### src/hed_pkg.sv
// Shared types, character codes and helper functions for the HTML entity decoder.
// Used by hed_lookahead, hed_accum and html_entity_decoder_core.
// Depends on nothing.
`timescale 1ns / 1ps
`default_nettype none

package hed_pkg;

  // Default sizes.
  localparam int MAX_REF_SPAN_DEF = 12;
  localparam int MAX_CAPACITY_DEF = 4096;

  // Fixed widths of the item fields and the capacity register.
  localparam int CFG_W  = 13;
  localparam int BYTE_W = 8;
  localparam int VAL_W  = 32;

  localparam logic [CFG_W-1:0] CAP_RESET = 13'd256;

  // Character codes.
  localparam logic [7:0] CH_NUL  = 8'h00;
  localparam logic [7:0] CH_AMP  = 8'h26;
  localparam logic [7:0] CH_SEMI = 8'h3B;
  localparam logic [7:0] CH_HASH = 8'h23;
  localparam logic [7:0] CH_LT   = 8'h3C;
  localparam logic [7:0] CH_GT   = 8'h3E;
  localparam logic [7:0] CH_QUOT = 8'h22;
  localparam logic [7:0] CH_APOS = 8'h27;
  localparam logic [7:0] CH_D0   = 8'h30;
  localparam logic [7:0] CH_D9   = 8'h39;
  localparam logic [7:0] CH_UA   = 8'h41;
  localparam logic [7:0] CH_UF   = 8'h46;
  localparam logic [7:0] CH_UX   = 8'h58;
  localparam logic [7:0] CH_UZ   = 8'h5A;
  localparam logic [7:0] CH_LA   = 8'h61;
  localparam logic [7:0] CH_LF   = 8'h66;
  localparam logic [7:0] CH_LG   = 8'h67;
  localparam logic [7:0] CH_LL   = 8'h6C;
  localparam logic [7:0] CH_LM   = 8'h6D;
  localparam logic [7:0] CH_LO   = 8'h6F;
  localparam logic [7:0] CH_LP   = 8'h70;
  localparam logic [7:0] CH_LQ   = 8'h71;
  localparam logic [7:0] CH_LS   = 8'h73;
  localparam logic [7:0] CH_LT_T = 8'h74;
  localparam logic [7:0] CH_LU   = 8'h75;
  localparam logic [7:0] CH_LX   = 8'h78;

  // Control of the lookahead buffer.
  typedef struct packed {
    logic clear;
    logic append;
    logic drop;
  } la_ctrl_t;

  // Control of the shared accumulate unit.
  typedef struct packed {
    logic       clear;
    logic       step;
    logic       hex;
    logic [3:0] digit;
  } acc_ctrl_t;

  // Returns {valid, value} for a decimal or hex digit character.
  function automatic logic [4:0] digit_decode(input logic [7:0] c, input logic hex);
    logic [7:0] d;
    logic       ok;
    ok = 1'b0;
    d  = 8'h00;
    if (c >= CH_D0 && c <= CH_D9) begin
      ok = 1'b1;
      d  = c - CH_D0;
    end else if (hex && c >= CH_LA && c <= CH_LF) begin
      ok = 1'b1;
      d  = c - CH_LA + 8'd10;
    end else if (hex && c >= CH_UA && c <= CH_UF) begin
      ok = 1'b1;
      d  = c - CH_UA + 8'd10;
    end
    return {ok, d[3:0]};
  endfunction

  // UTF-8 length of a code point, minus one.
  function automatic logic [1:0] utf8_len(input logic [VAL_W-1:0] v);
    logic [1:0] r;
    if (v < 32'h80) begin
      r = 2'd0;
    end else if (v < 32'h800) begin
      r = 2'd1;
    end else if (v < 32'h10000) begin
      r = 2'd2;
    end else begin
      r = 2'd3;
    end
    return r;
  endfunction

  // One byte of the UTF-8 sequence; the lead byte keeps only its low 8 bits.
  function automatic logic [7:0] utf8_byte(input logic [VAL_W-1:0] v,
                                           input logic [1:0] lenm1,
                                           input logic [1:0] idx);
    logic [7:0] r;
    logic [1:0] rem;
    rem = lenm1 - idx;
    if (idx == 2'd0) begin
      case (lenm1)
        2'd0:    r = v[7:0];
        2'd1:    r = 8'hC0 | v[13:6];
        2'd2:    r = 8'hE0 | v[19:12];
        default: r = 8'hF0 | v[25:18];
      endcase
    end else begin
      case (rem)
        2'd0:    r = {2'b10, v[5:0]};
        2'd1:    r = {2'b10, v[11:6]};
        2'd2:    r = {2'b10, v[17:12]};
        default: r = {2'b10, v[23:18]};
      endcase
    end
    return r;
  endfunction

endpackage

`default_nettype wire

### src/hed_lookahead.sv
// Lookahead buffer of pending input bytes with semicolon search and named
// reference matching. Depends on hed_pkg.
`timescale 1ns / 1ps
`default_nettype none

module hed_lookahead #(
  parameter int MAX_REF_SPAN = hed_pkg::MAX_REF_SPAN_DEF,
  localparam int LA_DEPTH = MAX_REF_SPAN + 1,
  localparam int CNT_W = $clog2(LA_DEPTH + 1),
  localparam int IDX_W = $clog2(LA_DEPTH)
) (
  input  wire  logic               clk,
  input  wire  logic               rst,
  input  wire  hed_pkg::la_ctrl_t  ctrl,
  input  wire  logic [7:0]         wr_byte,
  input  wire  logic [IDX_W-1:0]   rd_idx,
  output logic [7:0]               rd_byte,
  output logic [7:0]               head_byte,
  output logic [7:0]               second_byte,
  output logic [7:0]               third_byte,
  output logic [CNT_W-1:0]         count,
  output logic                     semi_found,
  output logic [IDX_W-1:0]         semi_idx,
  output logic                     named_hit,
  output logic [7:0]               named_val
);

  import hed_pkg::*;

  logic [7:0] slots [LA_DEPTH];
  logic [7:0] low1, low2, low3, low4;

  function automatic logic [7:0] to_lower(input logic [7:0] c);
    return (c >= CH_UA && c <= CH_UZ) ? c + 8'd32 : c;
  endfunction

  // Byte storage: append at the tail, drop shifts everything down by one.
  always_ff @(posedge clk) begin
    if (ctrl.append) begin
      slots[count[IDX_W-1:0]] <= wr_byte;
    end else if (ctrl.drop) begin
      for (int i = 0; i < LA_DEPTH - 1; i++) begin
        slots[i] <= slots[i+1];
      end
    end
  end

  // Fill count.
  always_ff @(posedge clk) begin
    if (rst) begin
      count <= '0;
    end else if (ctrl.clear) begin
      count <= '0;
    end else if (ctrl.append) begin
      count <= count + CNT_W'(1);
    end else if (ctrl.drop) begin
      count <= count - CNT_W'(1);
    end
  end

  assign rd_byte     = slots[rd_idx];
  assign head_byte   = slots[0];
  assign second_byte = slots[1];
  assign third_byte  = slots[2];

  // First semicolon after the leading byte, among the filled slots.
  always_comb begin
    semi_found = 1'b0;
    semi_idx   = '0;
    for (int i = LA_DEPTH - 1; i >= 1; i--) begin
      if (CNT_W'(i) < count && slots[i] == CH_SEMI) begin
        semi_found = 1'b1;
        semi_idx   = IDX_W'(i);
      end
    end
  end

  // Named references, matched without regard to case.
  always_comb begin
    low1 = to_lower(slots[1]);
    low2 = to_lower(slots[2]);
    low3 = to_lower(slots[3]);
    low4 = to_lower(slots[4]);
    named_hit = 1'b1;
    named_val = CH_AMP;
    if (semi_idx == IDX_W'(4) && low1 == CH_LA && low2 == CH_LM && low3 == CH_LP) begin
      named_val = CH_AMP;
    end else if (semi_idx == IDX_W'(3) && low1 == CH_LL && low2 == CH_LT_T) begin
      named_val = CH_LT;
    end else if (semi_idx == IDX_W'(3) && low1 == CH_LG && low2 == CH_LT_T) begin
      named_val = CH_GT;
    end else if (semi_idx == IDX_W'(5) && low1 == CH_LQ && low2 == CH_LU &&
                 low3 == CH_LO && low4 == CH_LT_T) begin
      named_val = CH_QUOT;
    end else if (semi_idx == IDX_W'(5) && low1 == CH_LA && low2 == CH_LP &&
                 low3 == CH_LO && low4 == CH_LS) begin
      named_val = CH_APOS;
    end else begin
      named_hit = 1'b0;
    end
  end

endmodule

`default_nettype wire

### src/hed_accum.sv
// Shared accumulate unit for numeric references: value = value * base + digit,
// one digit per cycle, wrapping at 32 bits. Depends on hed_pkg.
`timescale 1ns / 1ps
`default_nettype none

module hed_accum (
  input  wire  logic                    clk,
  input  wire  hed_pkg::acc_ctrl_t      ctrl,
  output logic [hed_pkg::VAL_W-1:0]     value
);

  import hed_pkg::*;

  // Times ten is two shifted copies added; times sixteen is a plain shift.
  always_ff @(posedge clk) begin
    if (ctrl.clear) begin
      value <= '0;
    end else if (ctrl.step) begin
      if (ctrl.hex) begin
        value <= {value[VAL_W-5:0], ctrl.digit};
      end else begin
        value <= (value << 3) + (value << 1) + VAL_W'(ctrl.digit);
      end
    end
  end

endmodule

`default_nettype wire

### src/html_entity_decoder_core.sv
// HTML character reference decoder: one byte in, decoded UTF-8 bytes out.
// A plain byte is accepted, then emitted. A decided named reference emits its
// character; a numeric one accumulates its digits, then emits its UTF-8 bytes.
// A failed '&' replays each buffered byte. Output stalls hold the sequencer.
// Synchronous reset clears the buffer fill, the emitted count and the output
// valid, and sets the capacity to 256.
`timescale 1ns / 1ps
`default_nettype none

module html_entity_decoder_core #(
  parameter int MAX_REF_SPAN = hed_pkg::MAX_REF_SPAN_DEF,
  parameter int MAX_CAPACITY = hed_pkg::MAX_CAPACITY_DEF
) (
  input  wire  logic                      clk,
  input  wire  logic                      rst,
  input  wire  logic                      cfg_we,
  input  wire  logic [hed_pkg::CFG_W-1:0] cfg_wdata,  // out_capacity
  input  wire  logic                      s_tvalid,
  output logic                            s_tready,
  input  wire  logic [7:0]                s_tdata,    // [7:0] in_byte
  input  wire  logic                      s_tlast,    // in_last
  output logic                            m_tvalid,
  input  wire  logic                      m_tready,
  output logic [7:0]                      m_tdata,    // [7:0] out_byte
  output logic                            m_tlast     // out_end
);

  import hed_pkg::*;

  localparam int LA_DEPTH = MAX_REF_SPAN + 1;
  localparam int CNT_W    = $clog2(LA_DEPTH + 1);
  localparam int IDX_W    = $clog2(LA_DEPTH);
  localparam int EMIT_W   = $clog2(MAX_CAPACITY);
  localparam int CAP_W    = $clog2(MAX_CAPACITY + 1);
  localparam int CMP_W    = ((CAP_W > CFG_W) ? CAP_W : CFG_W) + 1;

  typedef enum logic [5:0] {
    ST_IDLE    = 6'b000001,
    ST_RESOLVE = 6'b000010,
    ST_NUM     = 6'b000100,
    ST_UTF8    = 6'b001000,
    ST_DROP    = 6'b010000,
    ST_TERM    = 6'b100000
  } state_t;

  state_t            state, state_next, finish_state;
  logic [CFG_W-1:0]  capacity;
  logic [CMP_W-1:0]  cap_wide, cap_eff;
  logic [EMIT_W-1:0] emitted, emitted_next;
  logic              room, can_emit;

  logic              last_flag, last_next;
  logic [IDX_W-1:0]  semi_pos, semi_next;
  logic [IDX_W-1:0]  dig_pos, dpos_next;
  logic              hex_mode, hex_next, hex_now;
  logic              any_digit, any_next;
  logic [CNT_W-1:0]  drop_left, drop_next;
  logic [1:0]        utf_idx, uidx_next, utf_len;

  la_ctrl_t          la_ctrl;
  acc_ctrl_t         acc_ctrl;
  logic [7:0]        rd_byte, head_byte, second_byte, third_byte, named_val;
  logic [CNT_W-1:0]  la_count;
  logic              semi_found, named_hit;
  logic [IDX_W-1:0]  semi_idx;
  logic [VAL_W-1:0]  acc_value;
  logic [4:0]        dig;

  logic              emit_valid, emit_end;
  logic [7:0]        emit_byte;

  hed_lookahead #(
    .MAX_REF_SPAN(MAX_REF_SPAN)
  ) u_la (
    .clk        (clk),
    .rst        (rst),
    .ctrl       (la_ctrl),
    .wr_byte    (s_tdata),
    .rd_idx     (dig_pos),
    .rd_byte    (rd_byte),
    .head_byte  (head_byte),
    .second_byte(second_byte),
    .third_byte (third_byte),
    .count      (la_count),
    .semi_found (semi_found),
    .semi_idx   (semi_idx),
    .named_hit  (named_hit),
    .named_val  (named_val)
  );

  hed_accum u_acc (
    .clk  (clk),
    .ctrl (acc_ctrl),
    .value(acc_value)
  );

  // Capacity register and its effective value (zero acts as one, saturates).
  always_ff @(posedge clk) begin
    if (rst) begin
      capacity <= CAP_RESET;
    end else if (cfg_we) begin
      capacity <= cfg_wdata;
    end
  end

  always_comb begin
    cap_wide = CMP_W'(capacity);
    if (cap_wide == '0) begin
      cap_eff = CMP_W'(1);
    end else if (cap_wide > CMP_W'(MAX_CAPACITY)) begin
      cap_eff = CMP_W'(MAX_CAPACITY);
    end else begin
      cap_eff = cap_wide;
    end
  end

  assign room     = (CMP_W'(emitted) + CMP_W'(1)) < cap_eff;
  assign can_emit = !m_tvalid || m_tready;
  assign s_tready = (state == ST_IDLE);
  assign dig      = digit_decode(rd_byte, hex_mode);
  assign utf_len  = utf8_len(acc_value);
  assign hex_now  = (third_byte == CH_LX) || (third_byte == CH_UX);

  // Sequencer.
  always_comb begin
    state_next   = state;
    last_next    = last_flag;
    semi_next    = semi_pos;
    dpos_next    = dig_pos;
    hex_next     = hex_mode;
    any_next     = any_digit;
    drop_next    = drop_left;
    uidx_next    = utf_idx;
    emitted_next = emitted;
    la_ctrl      = '0;
    acc_ctrl     = '0;
    emit_valid   = 1'b0;
    emit_end     = 1'b0;
    emit_byte    = CH_NUL;
    finish_state = last_flag ? ST_TERM : ST_IDLE;

    case (state)
      ST_IDLE: begin
        if (s_tvalid) begin
          last_next = s_tlast;
          if (room) begin
            la_ctrl.append = 1'b1;
            state_next     = ST_RESOLVE;
          end else begin
            la_ctrl.clear = 1'b1;
            if (s_tlast) begin
              state_next = ST_TERM;
            end
          end
        end
      end

      ST_RESOLVE: begin
        if (la_count == '0) begin
          state_next = finish_state;
        end else if (!room) begin
          la_ctrl.clear = 1'b1;
          state_next    = finish_state;
        end else if (head_byte != CH_AMP) begin
          // Ordinary byte passes straight through.
          if (can_emit) begin
            emit_valid   = 1'b1;
            emit_byte    = head_byte;
            la_ctrl.drop = 1'b1;
            if (la_count == CNT_W'(1)) begin
              state_next = finish_state;
            end
          end
        end else if (semi_found) begin
          if (named_hit) begin
            if (can_emit) begin
              emit_valid = 1'b1;
              emit_byte  = named_val;
              drop_next  = CNT_W'(semi_idx) + CNT_W'(1);
              state_next = ST_DROP;
            end
          end else if (semi_idx >= IDX_W'(2) && second_byte == CH_HASH) begin
            semi_next       = semi_idx;
            hex_next        = hex_now;
            dpos_next       = hex_now ? IDX_W'(3) : IDX_W'(2);
            any_next        = 1'b0;
            acc_ctrl.clear  = 1'b1;
            state_next      = ST_NUM;
          end else if (can_emit) begin
            emit_valid   = 1'b1;
            emit_byte    = CH_AMP;
            la_ctrl.drop = 1'b1;
          end
        end else if (la_count < CNT_W'(LA_DEPTH) && !last_flag) begin
          // Undecided reference: wait for more bytes.
          state_next = ST_IDLE;
        end else if (can_emit) begin
          emit_valid   = 1'b1;
          emit_byte    = CH_AMP;
          la_ctrl.drop = 1'b1;
          if (la_count == CNT_W'(1)) begin
            state_next = finish_state;
          end
        end
      end

      ST_NUM: begin
        if (dig_pos < semi_pos) begin
          if (dig[4]) begin
            acc_ctrl.step  = 1'b1;
            acc_ctrl.hex   = hex_mode;
            acc_ctrl.digit = dig[3:0];
            dpos_next      = dig_pos + IDX_W'(1);
            any_next       = 1'b1;
          end else if (can_emit) begin
            emit_valid   = 1'b1;
            emit_byte    = CH_AMP;
            la_ctrl.drop = 1'b1;
            state_next   = ST_RESOLVE;
          end
        end else if (!any_digit || acc_value == '0) begin
          if (can_emit) begin
            emit_valid   = 1'b1;
            emit_byte    = CH_AMP;
            la_ctrl.drop = 1'b1;
            state_next   = ST_RESOLVE;
          end
        end else begin
          uidx_next  = 2'd0;
          state_next = ST_UTF8;
        end
      end

      ST_UTF8: begin
        // Bytes past the end of the room are skipped.
        if (!room || can_emit) begin
          if (room) begin
            emit_valid = 1'b1;
            emit_byte  = utf8_byte(acc_value, utf_len, utf_idx);
          end
          if (utf_idx == utf_len) begin
            drop_next  = CNT_W'(semi_pos) + CNT_W'(1);
            state_next = ST_DROP;
          end else begin
            uidx_next = utf_idx + 2'd1;
          end
        end
      end

      ST_DROP: begin
        la_ctrl.drop = 1'b1;
        drop_next    = drop_left - CNT_W'(1);
        if (drop_left == CNT_W'(1)) begin
          state_next = ST_RESOLVE;
        end
      end

      ST_TERM: begin
        if (can_emit) begin
          emit_valid    = 1'b1;
          emit_end      = 1'b1;
          emit_byte     = CH_NUL;
          la_ctrl.clear = 1'b1;
          emitted_next  = '0;
          state_next    = ST_IDLE;
        end
      end

      default: begin
        state_next = ST_IDLE;
      end
    endcase

    if (emit_valid && !emit_end) begin
      emitted_next = emitted + EMIT_W'(1);
    end
  end

  // Sequencer registers.
  always_ff @(posedge clk) begin
    if (rst) begin
      state   <= ST_IDLE;
      emitted <= '0;
    end else begin
      state   <= state_next;
      emitted <= emitted_next;
    end
    last_flag <= last_next;
    semi_pos  <= semi_next;
    dig_pos   <= dpos_next;
    hex_mode  <= hex_next;
    any_digit <= any_next;
    drop_left <= drop_next;
    utf_idx   <= uidx_next;
  end

  // Output register holds one result item until it is taken.
  always_ff @(posedge clk) begin
    if (rst) begin
      m_tvalid <= 1'b0;
    end else if (emit_valid) begin
      m_tvalid <= 1'b1;
    end else if (m_tready) begin
      m_tvalid <= 1'b0;
    end
    if (emit_valid) begin
      m_tdata <= emit_byte;
      m_tlast <= emit_end;
    end
  end

endmodule

`default_nettype wire
### config.mk
export PLATFORM = sky130hd
export DESIGN_NAME = html_entity_decoder_core
export DESIGN_NICKNAME = d
export VERILOG_FILES = /design/src/hed_pkg.sv /design/src/hed_lookahead.sv /design/src/hed_accum.sv /design/src/html_entity_decoder_core.sv
export SDC_FILE = /design/constraint.sdc
export NUM_CORES = 1
export LEC_CHECK = 0
export BUFFER_PORTS_ARGS = -buffer_cell sky130_fd_sc_hd__buf_2
export CORE_MARGIN = 2
export CORE_UTILIZATION = 39
export CTS_BUF_LIST = sky130_fd_sc_hd__clkbuf_4 sky130_fd_sc_hd__clkbuf_8
export CTS_CLUSTER_SIZE = 16
export DETAILED_ROUTE_END_ITERATION = 7
export SLEW_MARGIN = 20
export SYNTH_ARGS = -nofsm -noshare
export SYNTH_HDL_FRONTEND = slang
export SYNTH_SLANG_ARGS = --single-unit
### constraint.sdc
create_clock -name clk -period 8.73 [get_ports clk]
set_clock_uncertainty 0.1 [all_clocks]
set_input_delay 1.3095 -clock clk [delete_from_list [all_inputs] [get_ports clk]]
set_output_delay 1.3095 -clock clk [all_outputs]
set_load 0.1 [all_outputs]
# Yosys cells after proc, flatten, opt, wreduce, memory -nomap -nowiden
# Memories as Yosys holds them, arrays and structs flattened. A register that Yosys moved wholly into a read port is not among the register bits.
# Index checks and enable logic that the tools add are counted.
# totals
out_inout_bits,11
regBits,94
n_memories,1
ram_bits,104
inputBits,27
# classes
muxes,177
n_reduce_logical,70
magnitude_cmp,34
bitwise_logic,3
n_addsub,21
n_eq_ne,66
# mem_list
name,depth,word_bits,rd,rd_clocked_by_memory_dff,wr,line,text
u_la.slots,13,8,14,1,12,hed_lookahead.sv:30,logic [7:0] slots [LA_DEPTH];
# op_table
op,count
$mux W8,23
$mux W6,27
$mux W4,35
$eq A8 B7 Y1 const B,14
$eq A8 B6 Y1 const B,13
$mux W1,68
$ge A8 B7 Y1 const B,6
$le A8 B7 Y1 const B,6
$pmux W8 S3,2
$logic_and A1 B1 Y1,39
$mux W12,3
$ne A2 B2 Y1 const B,18
$pmux W6 S6,1
$add A32 B32 Y32,1
$add A32 B4 Y32,1
$add A8 B6 Y8 const B,4
$logic_not A32 Y1,1
$lt A32 B12 Y1 const B,1
$lt A32 B17 Y1 const B,1
$lt A32 B8 Y1 const B,1
$mux W32,1
$reduce_and A9 Y1,3
$mux W13,2
$lt A4 B4 Y1 const A,5
54 further kinds,95

# Longest topological paths before layout
# An unclocked memory read counts as a cell.
# logic_depth
ltp_word,36
mapped_depth,27

# Hierarchy
# From an unflattened synthesis, not the netlist that was laid out.
# hier_totals
hier_cells,1423
hier_area_um2,14784.2
# by_module_without_submodules
module,area_each_um2,cells_each,seq_area_each_um2,n_inst
hed_lookahead,7048.0,502,3923.8,1
html_entity_decoder_core,4314.1,493,1421.4,1
hed_accum,3422.0,428,640.6,1

# Worst setup path before layout
# Ideal clock, no wire load.
# synth_path
kind,register to register
from,reg (tool-made name)
to,reg u_acc.value[28] (netlist name)
required_time_ns,8.560
path_buffers,5
t_arrival_ns,5.531
synth_period_minus_slack_ns,5.701
path_stages_with_launch,25
slack_ns,3.029
cell_sequence,dfxtp_1 > buf_2 > buf_6 > buf_6 > mux4_2 > a22oi_1 > nand2_1 > ha_1 > nand2b_1 > o21ai_1 > o32ai_2 > nand3_1 > clkbuf_1 > clkbuf_1 > nor2_1 > fa_1 > fa_1 > a21o_1 > a21oi_1 > o21ai_0 > and3_1 > o311a_1 > o21a_1 > or3_1 > a21oi_1
# synth_rtl
element,line,text
end signal: assignment,hed_accum.sv:20,"value <= {value[VAL_W-5:0], ctrl.digit};"
end signal: assignment,hed_accum.sv:22,value <= (value << 3) + (value << 1) + VAL_W'(ctrl.digit);
end: declaration,hed_accum.sv:9,output logic [hed_pkg::VAL_W-1:0] value

==> qor.yml <==
status:
  outcome: "complete, no violations"
setup_path:
  crit_arrival_ns: 7.56
  crit_path_start_kind: "register"
  critPathBufInv: 3
  critPathRequiredTime_ns: 9.14
  reg2regPathDepth: 22
  crit_fanout: 30
  crit_path_cell_trace: "buf_4 > mux4_2 > mux4_2 > inv_1 > ha_1 > nand2b_1 > o21ai_1 > o32ai_2 > nand3_1 > buf_4 > nor2_1 > fa_1 > fa_1 > a21o_1 > a21oi_1 > o21ai_0 > nand3b_1 > a211oi_1 > o31a_1 > o211a_1 > a221oi_1 > o21ai_0"
  slowest_delay_ns: 0.87
  crit_path_top_delay_cell: "dfxtp_1"
  cp.depth: 22
  crit_path_end_kind: "register"
  worstSetupPathType: "register to register"
  crit_family: "compound AO/OA/AOI/OAI gates"
floorplanning:
  num_rows: 72
  die_area_mm2: 0.0404
  start_util_pct: 39.4
  die-width_um: 201
  coreArea_mm2: 0.0385
  pin_count: 38
  die_y_um: 201
finish:
  fillers: 3731
  layout_commonest_cell: "edfxtp_1"
  nets: 1611
  mostFrequentLayoutCells: "edfxtp_1 (154), nand2_1 (118), nor2_1 (110), a21oi_1 (93), ha_1 (93)"
  syn_to_final_growth_pct: 9.50
  drive_above_1_share_pct: 12.2
  design_area_mm2: 0.0166
  antenna_cells: 0
  seqCellArea_mm2: 0.00607
  multiInputGateArea_mm2: 0.00858
global_route:
  grt_pass1_vias: 11900
  track_usage_pct: 21.8
  antenna_found_initial: 0
  grt_max_degree: 68
  grt_overflow: 0
  grt_pass1_wl_um: 69700
clock_network:
  cts_buffers: 42
  cts-root-buf: "clkbuf_8"
  path_clk_slew_ns: 0.06
  cts_tree: "done"
  cts_resized: 0
  clk-insertion-delay-late_ns: 0.64
  hold_buffers: 0
  post_cts_buffers: 0
  clockBufferDepth: 3
  htree_levels: 2
  numClockSinks: 226
sta:
  max_freq_ghz: 0.140
  fin_ws_ns: 1.57
  rsz0062_at_grt: "no"
  finalSetupViolations: 0
  slew-limit-headroom_pct: 25.9
  hold_ws_ns: 0.392
  tightest_slew_ns: 1.11
  slew_violations: 0
  hold_viol: 0
  period_minus_slack_ns: 7.16
  finalCritPeriodShare_pct: 82.0
  finalSetupTns_ns: 0
worst_hold_path:
  min_path_cells: 2
  hold_class: "register to register"
route:
  wl_um: 44300
  via_per_inst: 6.03
  drtPass1Iterations: 5
  initialDrtViolationCount: 1324
  remaining_drc_errors: 0
  postRouteAntennaNets: 0
  wire_per_inst_um: 21.7
  vias: 12300
yosys:
  synth.ff_latch_count: 226
  synth_edf_count: 154
  synthArstFlopShare_pct: 0
  synth-seq-area-share_pct: 40.1
  ys_warn_count: 0
  synth.distinct_cells: 86
  yosys_most_used_dff: "edfxtp_1"
  syn_inst: 1471
  syn_area_per_cell_um2: 10.3
  syn-num-nets: 1593
  synth_area_leaders: "edfxtp_1 (31%), dfxtp_1 (9.5%), ha_1 (7.7%), mux2_1 (6.2%), mux4_2 (5.8%)"
  synth_top_area_share_pct: 30.5
  yosysTopAreaCell: "edfxtp_1"
  syn_area_mm2: 0.0151
placement:
  dp_hpwl_um: 31500
  place_ws_ns: 1.78
  placed_cell_area_mm2: 0.0157
  routabilityCongestion: 0.952
  port-buffer-count: 37
pwr:
  clkPwrFrac_pct: 37.4
  power_switching_mw: 0.923
  switching_share_pct: 31.4
  p_int_mw: 2.02
  p_seq_share_pct: 45.3
  p_comb_share_pct: 17.3
  p_leak_nw: 6.45
  power_density_mw_per_mm2: 177
  vdd_drop_max_mv: 0.0954
job:
  cap_violations: 0
-- worst min-delay path, delay by kind of cell, from the launching register on --
family           cells  cell delay [ns]
AO/OA/AOI/OAI        1             0.05
flip-flops           1             0.32
AND/OR/NAND/NOR      1             0.07
-- final cells by class --
type / instances / share of cell area, %
Multi-Input combinational cell: 1133 / 51.7
Sequential cell: 226 / 36.6
Clock buffer: 56 / 4.16
Tap cell: 518 / 3.91
Timing Repair Buffer: 49 / 1.66
Clock inverter: 21 / 1.11
Inverter: 37 / 0.838
-- logic make-up (layout without fill, tap and decap cells) --
logic type | count (synthesis) | in the layout | synth area share (%)
AOI/OAI and AO/OA | 331 | 331 | 14.5
xor gates and xnor gates | 35 | 35 | 2.02
adders and majority gates | 95 | 95 | 7.95
buffers and inverters | 112 | 163 | 3.38
DFF | 226 | 226 | 40.1
muxes | 153 | 153 | 14.1
and+or+nand+nor | 519 | 519 | 18.0
-- flip-flops by register name, indices dropped and copies added, names as in the netlist, 2 cells and up, named ones only --
signal       flops
u_acc.value     32
state            6
emitted         12
u_la.slots     128
u_la.count       4
semi_pos         4
capacity        13
utf_idx          2
drop_left        4
dig_pos          4
m_tdata          8
-- power by group through the flow --
stage	Sequential [mW]	Combinational, mW	Clock (mW)
finish	1.33	0.508	1.10
global route	1.34	0.550	1.17
CTS	1.33	0.500	1.12
detailed placement	1.35	0.498	0
global placement	1.35	0.491	0
floorplan	1.31	0.360	0
-- synth_stat cells, drive strengths merged (13+ instances only) --
library cell and number:
edfxtp 154, nand2 118, nor2 112, a21oi 95
ha 93, mux2 92, dfxtp 72, o21ai 70
clkbuf 54, nand3 54, nor3 44, mux4 39
inv 36, a21o 30, xnor2 25, mux2i 22
buf 21, nor4 21, a211oi 20, nand2b 20
and3 19, nor2b 17, or3 17, nand4 15
nand3b 14, nand4b 14, a31oi 13
-- stage by stage --
stage / power [mW] / instances / utilization (%)
after floorplan: 1.67 / 1471 / -
after global placement: 1.84 / 1963 / 40.8
after detailed placement: 1.85 / 1963 / 40.8
after CTS: 2.95 / 2040 / 43.1
after global routing: 3.06 / 2040 / 43.1
final: 2.94 / 2040 / 43.1
-- layer usage --
layer	up-vias	part of all wire, %	global-route usage [%]
li1	5691	-	-
met1	6073	45	31.3
met2	474	45	33.9
met3	73	8.1	4.38
met4	0	1.9	5.37
met5	-	0	0
-- worst paths after layout --
kind / startpoint / endpoint / slack, ns
worst max register to register: register / u_acc.value[24]$_SDFFE_PP0P_ / 1.57
worst min register to register: emitted[10]$_SDFFE_PP0P_ / emitted[10]$_SDFFE_PP0P_ / 0.39
worst max-delay path: register / u_acc.value[24]$_SDFFE_PP0P_ / 1.57
worst min-delay path: emitted[10]$_SDFFE_PP0P_ / emitted[10]$_SDFFE_PP0P_ / 0.39
(Power assumes the default switching activity.)
